===== src/rtl/rcpw_pkg.sv =====
// Package for the RC PWM pulse width capture block.
// Field widths, register indexes, status codes and the result struct.
// No dependencies.
package rcpw_pkg;

  localparam int unsigned ChannelsDefault = 6;
  localparam int unsigned ChanW           = 3;
  localparam int unsigned StampW          = 16;
  localparam int unsigned ShiftW          = 2;
  localparam int unsigned CfgIdxW         = 1;
  localparam int unsigned CfgDataW        = 16;

  localparam logic [StampW-1:0] RejectLimitReset = 16'd4000;
  localparam logic [ShiftW-1:0] TickShiftReset   = 2'd1;

  typedef enum logic [CfgIdxW-1:0] {
    CFG_REJECT_LIMIT = 1'b0,
    CFG_TICK_SHIFT   = 1'b1
  } cfg_idx_e;

  typedef enum logic [1:0] {
    STATUS_RISE   = 2'd0,
    STATUS_VALID  = 2'd1,
    STATUS_REJECT = 2'd2
  } status_e;

  typedef struct packed {
    status_e           status;
    logic [StampW-1:0] width;
  } result_t;

endpackage


===== src/rtl/rcpw_width_calc.sv =====
// Pulse width arithmetic for one edge word: modular difference, limit check, shift.
// Depends on rcpw_pkg.
module rcpw_width_calc (
  input  logic                          awaiting_fall_i,
  input  logic [rcpw_pkg::StampW-1:0]   stamp_i,
  input  logic [rcpw_pkg::StampW-1:0]   rise_stamp_i,
  input  logic [rcpw_pkg::StampW-1:0]   reject_limit_i,
  input  logic [rcpw_pkg::ShiftW-1:0]   tick_shift_i,
  output rcpw_pkg::result_t             result_o
);

  logic [rcpw_pkg::StampW-1:0] diff;

  // 16-bit subtraction wraps naturally with the timer
  assign diff = stamp_i - rise_stamp_i;

  always_comb begin
    result_o.status = rcpw_pkg::STATUS_RISE;
    result_o.width  = '0;
    if (awaiting_fall_i) begin
      if (diff > reject_limit_i) begin
        result_o.status = rcpw_pkg::STATUS_REJECT;
      end else begin
        result_o.status = rcpw_pkg::STATUS_VALID;
        result_o.width  = diff >> tick_shift_i;
      end
    end
  end

endmodule


===== src/rtl/rc_pwm_pulse_width_capture.sv =====
// Top level of the RC PWM pulse width capture block.
// Input register, per-channel state, result register. Uses rcpw_pkg, rcpw_width_calc.
//
//   channel  dir  handshake              payload
//   in       in   in_valid_i/in_ready_o  channel_i, stamp_i
//   out      out  out_valid_o/out_ready_i out_channel_o, status_o, width_o
//   cfg      in   cfg_we_i (no wait)     cfg_index_i, cfg_data_i
//
// One word per cycle unless the output stalls; words pass the input register,
// then the result register. The channel state is read and written in the same
// stage, so back-to-back words on one channel see each other's updates.
// Reset disarms every channel and loads the register defaults.
// A stalled output holds the result; the input register still takes one word.
// Channel numbers at or above CHANNELS are dropped with no result.
module rc_pwm_pulse_width_capture #(
  parameter int unsigned CHANNELS = rcpw_pkg::ChannelsDefault
) (
  input  logic                          clk_i,
  input  logic                          rst_ni,
  input  logic                          cfg_we_i,
  input  logic [rcpw_pkg::CfgIdxW-1:0]  cfg_index_i,
  input  logic [rcpw_pkg::CfgDataW-1:0] cfg_data_i,
  input  logic                          in_valid_i,
  output logic                          in_ready_o,
  input  logic [rcpw_pkg::ChanW-1:0]    channel_i,
  input  logic [rcpw_pkg::StampW-1:0]   stamp_i,
  output logic                          out_valid_o,
  input  logic                          out_ready_i,
  output logic [rcpw_pkg::ChanW-1:0]    out_channel_o,
  output logic [1:0]                    status_o,
  output logic [rcpw_pkg::StampW-1:0]   width_o
);

  localparam int unsigned IdxW = (CHANNELS > 1) ? $clog2(CHANNELS) : 1;

  // Configuration registers
  logic [rcpw_pkg::StampW-1:0] reject_limit_q;
  logic [rcpw_pkg::ShiftW-1:0] tick_shift_q;

  always_ff @(posedge clk_i or negedge rst_ni) begin
    if (!rst_ni) begin
      reject_limit_q <= rcpw_pkg::RejectLimitReset;
      tick_shift_q   <= rcpw_pkg::TickShiftReset;
    end else if (cfg_we_i) begin
      unique case (rcpw_pkg::cfg_idx_e'(cfg_index_i))
        rcpw_pkg::CFG_REJECT_LIMIT: reject_limit_q <= cfg_data_i;
        rcpw_pkg::CFG_TICK_SHIFT:   tick_shift_q   <= cfg_data_i[rcpw_pkg::ShiftW-1:0];
        default: ;
      endcase
    end
  end

  // Input register
  logic                        in_valid_q;
  logic [rcpw_pkg::ChanW-1:0]  ch_q;
  logic [rcpw_pkg::StampW-1:0] stamp_q;
  logic                        advance;
  logic                        fire;

  assign advance    = !out_valid_o || out_ready_i;
  assign in_ready_o = !in_valid_q || advance;
  assign fire       = in_valid_q && advance;

  always_ff @(posedge clk_i or negedge rst_ni) begin
    if (!rst_ni) begin
      in_valid_q <= 1'b0;
    end else if (in_ready_o) begin
      in_valid_q <= in_valid_i;
    end
  end

  always_ff @(posedge clk_i) begin
    if (in_ready_o && in_valid_i) begin
      ch_q    <= channel_i;
      stamp_q <= stamp_i;
    end
  end

  // Channel decode; the index is widened first so CHANNELS above 8 still fits
  logic [31:0]     ch_ext;
  logic [IdxW-1:0] idx;
  logic            in_range;

  assign ch_ext   = 32'(ch_q);
  assign idx      = ch_ext[IdxW-1:0];
  assign in_range = ch_ext < CHANNELS;

  // Per-channel state: armed flag (reset) and rising stamp (read only when armed)
  logic [CHANNELS-1:0]         awaiting_fall_q;
  logic [rcpw_pkg::StampW-1:0] rise_stamp_q [CHANNELS];
  logic                        armed;
  logic [rcpw_pkg::StampW-1:0] rise_rd;

  assign armed   = in_range ? awaiting_fall_q[idx] : 1'b0;
  assign rise_rd = in_range ? rise_stamp_q[idx] : '0;

  always_ff @(posedge clk_i or negedge rst_ni) begin
    if (!rst_ni) begin
      awaiting_fall_q <= '0;
    end else if (fire && in_range) begin
      awaiting_fall_q[idx] <= !armed;
    end
  end

  always_ff @(posedge clk_i) begin
    if (fire && in_range && !armed) begin
      rise_stamp_q[idx] <= stamp_q;
    end
  end

  rcpw_pkg::result_t result;

  rcpw_width_calc u_width_calc (
    .awaiting_fall_i (armed),
    .stamp_i         (stamp_q),
    .rise_stamp_i    (rise_rd),
    .reject_limit_i  (reject_limit_q),
    .tick_shift_i    (tick_shift_q),
    .result_o        (result)
  );

  // Result register
  logic                        out_valid_q;
  logic [rcpw_pkg::ChanW-1:0]  out_ch_q;
  rcpw_pkg::result_t           result_q;

  always_ff @(posedge clk_i or negedge rst_ni) begin
    if (!rst_ni) begin
      out_valid_q <= 1'b0;
    end else if (advance) begin
      out_valid_q <= fire && in_range;
    end
  end

  always_ff @(posedge clk_i) begin
    if (fire && in_range) begin
      out_ch_q <= ch_q;
      result_q <= result;
    end
  end

  assign out_valid_o   = out_valid_q;
  assign out_channel_o = out_ch_q;
  assign status_o      = result_q.status;
  assign width_o       = result_q.width;

endmodule

===== config.mk =====
export PLATFORM = sky130hd
export DESIGN_NAME = rc_pwm_pulse_width_capture
export DESIGN_NICKNAME = d
export VERILOG_FILES = /design/src/rtl/rcpw_pkg.sv /design/src/rtl/rcpw_width_calc.sv /design/src/rtl/rc_pwm_pulse_width_capture.sv
export SDC_FILE = /design/constraint.sdc
export NUM_CORES = 1
export LEC_CHECK = 0
export ABC_AREA = 1
export BUFFER_PORTS_ARGS = -buffer_cell sky130_fd_sc_hd__buf_2
export CAP_MARGIN = 20
export CORE_AREA = 3 3 129 131
export DETAILED_ROUTE_END_ITERATION = 7
export DIE_AREA = 0 0 132 134
export GPL_ROUTABILITY_DRIVEN = 1
export GPL_TIMING_DRIVEN = 0
export PLACE_DENSITY_LB_ADDON = 0.25
export SETUP_SLACK_MARGIN = 0.3
export SYNTH_ARGS = -nofsm -noshare
export SYNTH_HDL_FRONTEND = slang
export SYNTH_HIERARCHICAL = 1
export SYNTH_SLANG_ARGS = --single-unit

===== constraint.sdc =====
create_clock -name clk_i -period 3.76 [get_ports clk_i]
set_clock_uncertainty 0.2 [all_clocks]
set_input_delay 0.188 -clock clk_i [delete_from_list [all_inputs] [get_ports clk_i]]
set_output_delay 0.188 -clock clk_i [all_outputs]
set_load 0.02 [all_outputs]

==> flow_summary.ini, run 1 <==
[cts]
clockRootBuffer = clkbuf_16
clock_latency_ns = 0.43
cts_buffer_depth = 2
htreeDepth = 4
numCtsBuffers = 17
cts_sinks = 165
cts_tree = built
clk_pin_slew_worst_paths_ns = 0.07

[power_and_ir_drop]
totalPowerFinal_mw = 6.05
p_leak_nw = 5.12
ir_drop_v = 0.000383
power_density_mw_per_mm2 = 535

[place]
io_buffers = 63
placed_area_mm2 = 0.00933
dpl.hpwl_um = 12800
gp_congestion = 0.875

[routing]
detail-route-antenna-nets = 0
via_count = 6751
drtPass1Iterations = 5
wl_um = 21300
drc_errors = 0
routedWlPerCell_um = 16.1
first_iter_violations = 481
via_per_inst = 5.11

[sta]
worst_slew_pin_slew_ns = 1.02
fmax_ghz = 0.244
fin_ws_ns = -0.344
period_minus_slack_ns = 4.10
slew_viol_final = 0
hold_violations = 0
period_share_pct = 109
slew_headroom_pct = 32.2
setup_viol = 18
grt_setup_unrepaired = true

[logic_synthesis]
synth-main-ff-cell = edfxtp_1
netlist_top_cells_area = edfxtp_1, nand2_1, inv_1
synth_top_cell_area_share_pct = 48.0
ys_types = 42
syn_area_mm2 = 0.00852
syn-num-nets = 990
syn_avg_cell_area_um2 = 9.29
async_flop_share_pct = 15.8
synth_top_cell_by_area = edfxtp_1
synth-edff-count = 136
ys_seq_area_share_pct = 56.4
synth-seq-cells = 165
syn_inst = 917
yosysMostFrequentCell = nand2_1
synth.top_cells.by_count = nand2_1, inv_1, edfxtp_1
synth_warnings = 6

[worst_setup_path]
critical_path.slowest_cell = fa_2
crit_family = simple AND/OR/NAND/NOR gates
slowest_delay_ns = 0.40
path_buf_inv = 5
worst-path-max-fanout = 7
cp-start-kind = flop
path_class = flop to flop
endpoint_kind = flop
critPathRequiredTime_ns = 3.75
crit_top_cell = nand2_1
cp.arrival_ns = 4.09

[grt]
grt_pass1_vias = 6971
grt_pass1_wl_um = 34000
grt_usage_pct = 24.7
grt_overflow = 0
grt_busiest_layer = met2
antenna_found_initial = 0
grt_use_met2_pct = 41.5
use_met1_pct = 30.9
met3_usage_pct = 5.44
grt_max_degree = 28

[cells_and_area]
finalInstanceArea_mm2 = 0.0113
syn_to_final_growth_pct = 32.9
antennaDiodeCount = 0
drive_above_1_share_pct = 33.7
nets = 1165

[floorplanning]
fp-row-count = 46
dieWidth_um = 132
die_area_mm2 = 0.0177
pin_count = 64
initial_utilization_pct = 54.2
core_area_mm2 = 0.0157
die_y_um = 134

[min_path]
holdCritPathClass = input port to asynchronous set/reset pin

[outcome]
outcome = finished, violations left
violations = setup timing

[flow_run]
max_cap_viol_count = 0
==> routing by layer <==
layer	part of all wire [%]	wire, um	up-vias
met3	5.4	1140	40
met1	41	8830	3176
met4	2.4	517	0
li1	-	-	3285
met2	51	10800	250
met5	0	0	-
==> layout by cell type (no fill, tap or decap), types with 14 or more instances in the layout <==
cell / count
nand2_1: 230
inv_1: 139
edfxtp_1: 136
buf_2: 65
nand3_1: 54
nor2_1: 50
buf_4: 49
nand2_2: 46
dlygate4sd3_1: 41
o21ai_0: 28
ha_4: 22
inv_2: 20
clkbuf_16: 20
dfrtp_1: 19
a21oi_2: 18
nand3_2: 18
mux2_2: 14
==> report_power, final <==
group | switching [mW] | internal, mW
Combinational | 1.17 | 0.909
Clock | 0.740 | 0.998
Sequential | 0.0851 | 2.15
Total | 2.00 | 4.06
==> through the flow <==
step	hold WS, ns	util (%)	setup WS [ns]	setup TNS, ns	std cells
after floorplan	-0.308	-	0.240	0	917
after global placement	0.0154	59.2	-0.319	-4.37	1196
after detailed placement	0.0198	59.4	-0.363	-4.99	1197
after CTS	0.0868	71.1	-0.107	-1.37	1316
after global routing	0.129	72.0	-0.492	-7.91	1321
final	0.0861	72.0	-0.344	-5.29	1321
==> repair_timing <==
action,CTS,global route
pin swaps,85,20
endpoints found under the setup margin,18,18
hold endpoints to repair,68,0
resized for setup,120,20
hold buffers,41,0
buffers inserted,42,4
gates cloned,4,0
==> state kept, by name (all words and copies together) (netlist names), named ones only <==
name	flops
awaiting_fall_q	6
ch_q	3
in_valid_q	1
out_channel_o	3
out_valid_o	1
reject_limit_q	16
rise_stamp_q	96
stamp_q	16
status_o	2
tick_shift_q	2
width_o	16
==> layout make-up <==
cell class / count / area (um^2)
buffer: 25 / 245
clock buffer: 23 / 522
clock inverter: 9 / 78.8
fill: 1050 / 4400
inverter: 161 / 614
multi-input combinational: 566 / 3580
sequential: 165 / 4800
tap: 216 / 270
timing repair buffer: 156 / 1200
==> worst paths after layout <==
check,cells past startpoint,slack (ns),end
max,28,-0.34,width_o[8]
min,2,0.09,reject_limit_q[0]
max reg2reg,28,-0.34,width_o[8]
min reg2reg,2,0.28,reject_limit_q[1]
max in group asynchronous,2,2.88,awaiting_fall_q[4]
min in group clk_i,2,0.26,stamp_q[0]
==> worst reg2reg max path, delay by kind of cell, from the launching register on <==
family / cells / cell delay, ns
buf+inv: 5 / 0.58
flops: 1 / 0.32
fa+ha+maj: 3 / 0.90
simple gates: 19 / 1.77
compound gates: 1 / 0.08
==> logic make-up (layout without fill, tap and decap cells) <==
logic type / after synthesis / after routing / share of synthesized area [%]
and+or+nand+nor: 449 / 449 / 23.4
buffers and inverters: 186 / 374 / 8.76
adders and majority gates: 32 / 32 / 4.79
AOI/OAI and AO/OA: 68 / 68 / 4.41
muxes: 14 / 14 / 1.85
DFF: 165 / 165 / 56.4
xor gates and xnor gates: 3 / 3 / 0.397
(Power assumes the default switching activity.)
==> run 2, diff against run 1 <==
--- a/config.mk
+++ b/config.mk
@@ -6,11 +6,11 @@
 export NUM_CORES = 1
 export LEC_CHECK = 0
 export ABC_AREA = 1
-export BUFFER_PORTS_ARGS = -buffer_cell sky130_fd_sc_hd__buf_2
 export CAP_MARGIN = 20
 export CORE_AREA = 3 3 129 131
 export DETAILED_ROUTE_END_ITERATION = 7
 export DIE_AREA = 0 0 132 134
+export DONT_BUFFER_PORTS = 1
 export GPL_ROUTABILITY_DRIVEN = 1
 export GPL_TIMING_DRIVEN = 0
 export PLACE_DENSITY_LB_ADDON = 0.25
==> run 2 against run 1 <==
The flow still finishes with violations (setup timing). First-iteration DRC count grew 8.5%. Clock power is 5% lower. Combinational power rose by 10%. Critical endpoint is now width_o[11]. Highest routed layer unchanged.
==> flow_summary.ini, run 2 (same netlist as run 1, synthesis figures left out) <==
[outcome]
outcome = finished, violations left
violations = setup timing

[worst_setup_path]
reg2reg_from = ch_q[1]
r2r_end = width_o[11]
r2r_cells = 25
path_class = flop to flop
r2r_slack_ns = -0.27
critPathRequiredTime_ns = 3.75
cp-start-kind = flop
cp.arrival_ns = 4.02
endpoint_kind = flop
worst-path-max-fanout = 10

[place]
dpl.hpwl_um = 12500
placed_area_mm2 = 0.00905
dp.cells = 1137
io_buffers = 0
dp_slack_ns = -0.404
gp_congestion = 0.857

[floorplanning]
initial_utilization_pct = 54.2
core_area_mm2 = 0.0157
fp-row-count = 46
dieWidth_um = 132
die_area_mm2 = 0.0177
pin_count = 64
die_y_um = 134

[grt]
grt_pass1_vias = 6720
grt_max_degree = 28
antenna_found_initial = 0
grt_overflow = 0
grt_usage_pct = 24.4
grt_pass1_wl_um = 33700

[cells_and_area]
syn_to_final_growth_pct = 37.2
utilization_pct = 74.4
largest_register = rise_stamp_q
largest_reg_flops = 96
final_common_cell = nand2_1
mostFrequentLayoutCells = nand2_1, edfxtp_1, inv_1
drive_above_1_share_pct = 38.5
finalInstanceArea_mm2 = 0.0117
nets = 1137
finalNonFillerCells = 1293
antennaDiodeCount = 0

[sta]
fin_hold_ws_ns = 0.0989
tns_ns = -3.94
hold_violations = 0
period_minus_slack_ns = 4.03
fmax_ghz = 0.248
period_share_pct = 107
slew_viol_final = 0
fin_ws_ns = -0.271
slew_headroom_pct = 35.6
worst_slew_pin_slew_ns = 0.965
grt_setup_unrepaired = true
setup_viol = 18

[min_path]
holdCritPathClass = input port to flop
hold_end = reject_limit_q[1]
min-delay-start = cfg_we_i
holdPathStages = 4

[power_and_ir_drop]
totalPowerFinal_mw = 6.24
power_density_mw_per_mm2 = 534
ir_drop_v = 0.000439
p_leak_nw = 5.16

[cts]
cts_buffer_depth = 2
cts_sinks = 165
numCtsBuffers = 17
clk_pin_slew_worst_paths_ns = 0.07
clock_latency_ns = 0.44
cts_tree = built
htreeDepth = 4
clockRootBuffer = clkbuf_16

[routing]
drc_errors = 0
via_per_inst = 5.33
wl_um = 22700
detail-route-antenna-nets = 0
routedWlPerCell_um = 17.5
via_count = 6895
drtPass1Iterations = 5
first_iter_violations = 522

[flow_run]
max_cap_viol_count = 0
run 2: layout make-up:
type | count | area [um^2]
Sequential cell | 165 | 4800
Multi-Input combinational cell | 566 | 3940
Tap cell | 216 | 270
Clock buffer | 20 | 468
Fill cell | 962 | 4030
Timing Repair Buffer | 128 | 1230
Clock inverter | 12 | 90.1
Inverter | 161 | 619
Buffer | 25 | 264
run 2: power breakdown:
group | internal (mW) | switching [mW] | total [mW]
clock network | 0.913 | 0.751 | 1.66
registers | 2.15 | 0.134 | 2.29
logic | 1.03 | 1.26 | 2.29
run 2: metal layers:
metal,up-vias,GRT usage (%),part of all wire [%]
met5,-,0,0
li1,3246,-,-
met3,44,5.14,5.9
met2,243,42.1,51
met1,3362,31.1,41
met4,0,7.76,2.0
run 2: worst max-delay path, stage by stage, from the launching register on:
cell and delay [ns]:
edfxtp_1 0.40, nand2_1 0.13, inv_1 0.19, clkbuf_8 0.24, a21oi_1 0.12, inv_1 0.08, ha_4 0.28, nand2_4 0.08
nand2_4 0.06, nand2_2 0.08, nand2_4 0.07, inv_2 0.05, nand3_2 0.08, or2_1 0.23, and2_4 0.16, ha_4 0.27
nand4_1 0.17, nor3_4 0.25, nand2_2 0.08, nand2_2 0.08, nand2_4 0.08, nand2_8 0.10, nor2_4 0.06, buf_6 0.15
nand2_1 0.06, nand2_1 0.05
run 2: timing repair:
action                                 4_1_cts  5_1_grt
pin swaps                                   91       77
buffers inserted                            56       10
hold buffers                                51        0
cloned                                       6        0
setup endpoints to repair                   18       18
gates resized for setup                    161       99
endpoints found under the hold margin       68        0
run 2: worst max path at each step:
stage            start     endpoint  slack (ns)  cells after the start
4_1_cts           flop   width_o[6]       -0.11                     28
3_5_place_dp   ch_q[2]  width_o[11]       -0.40                     23
3_3_place_gp   ch_q[1]   width_o[7]       -0.37                     23
6_report       ch_q[1]  width_o[11]       -0.27                     25
5_1_grt           flop   width_o[6]       -0.43                     28
2_1_floorplan     flop   width_o[3]        0.24                     30
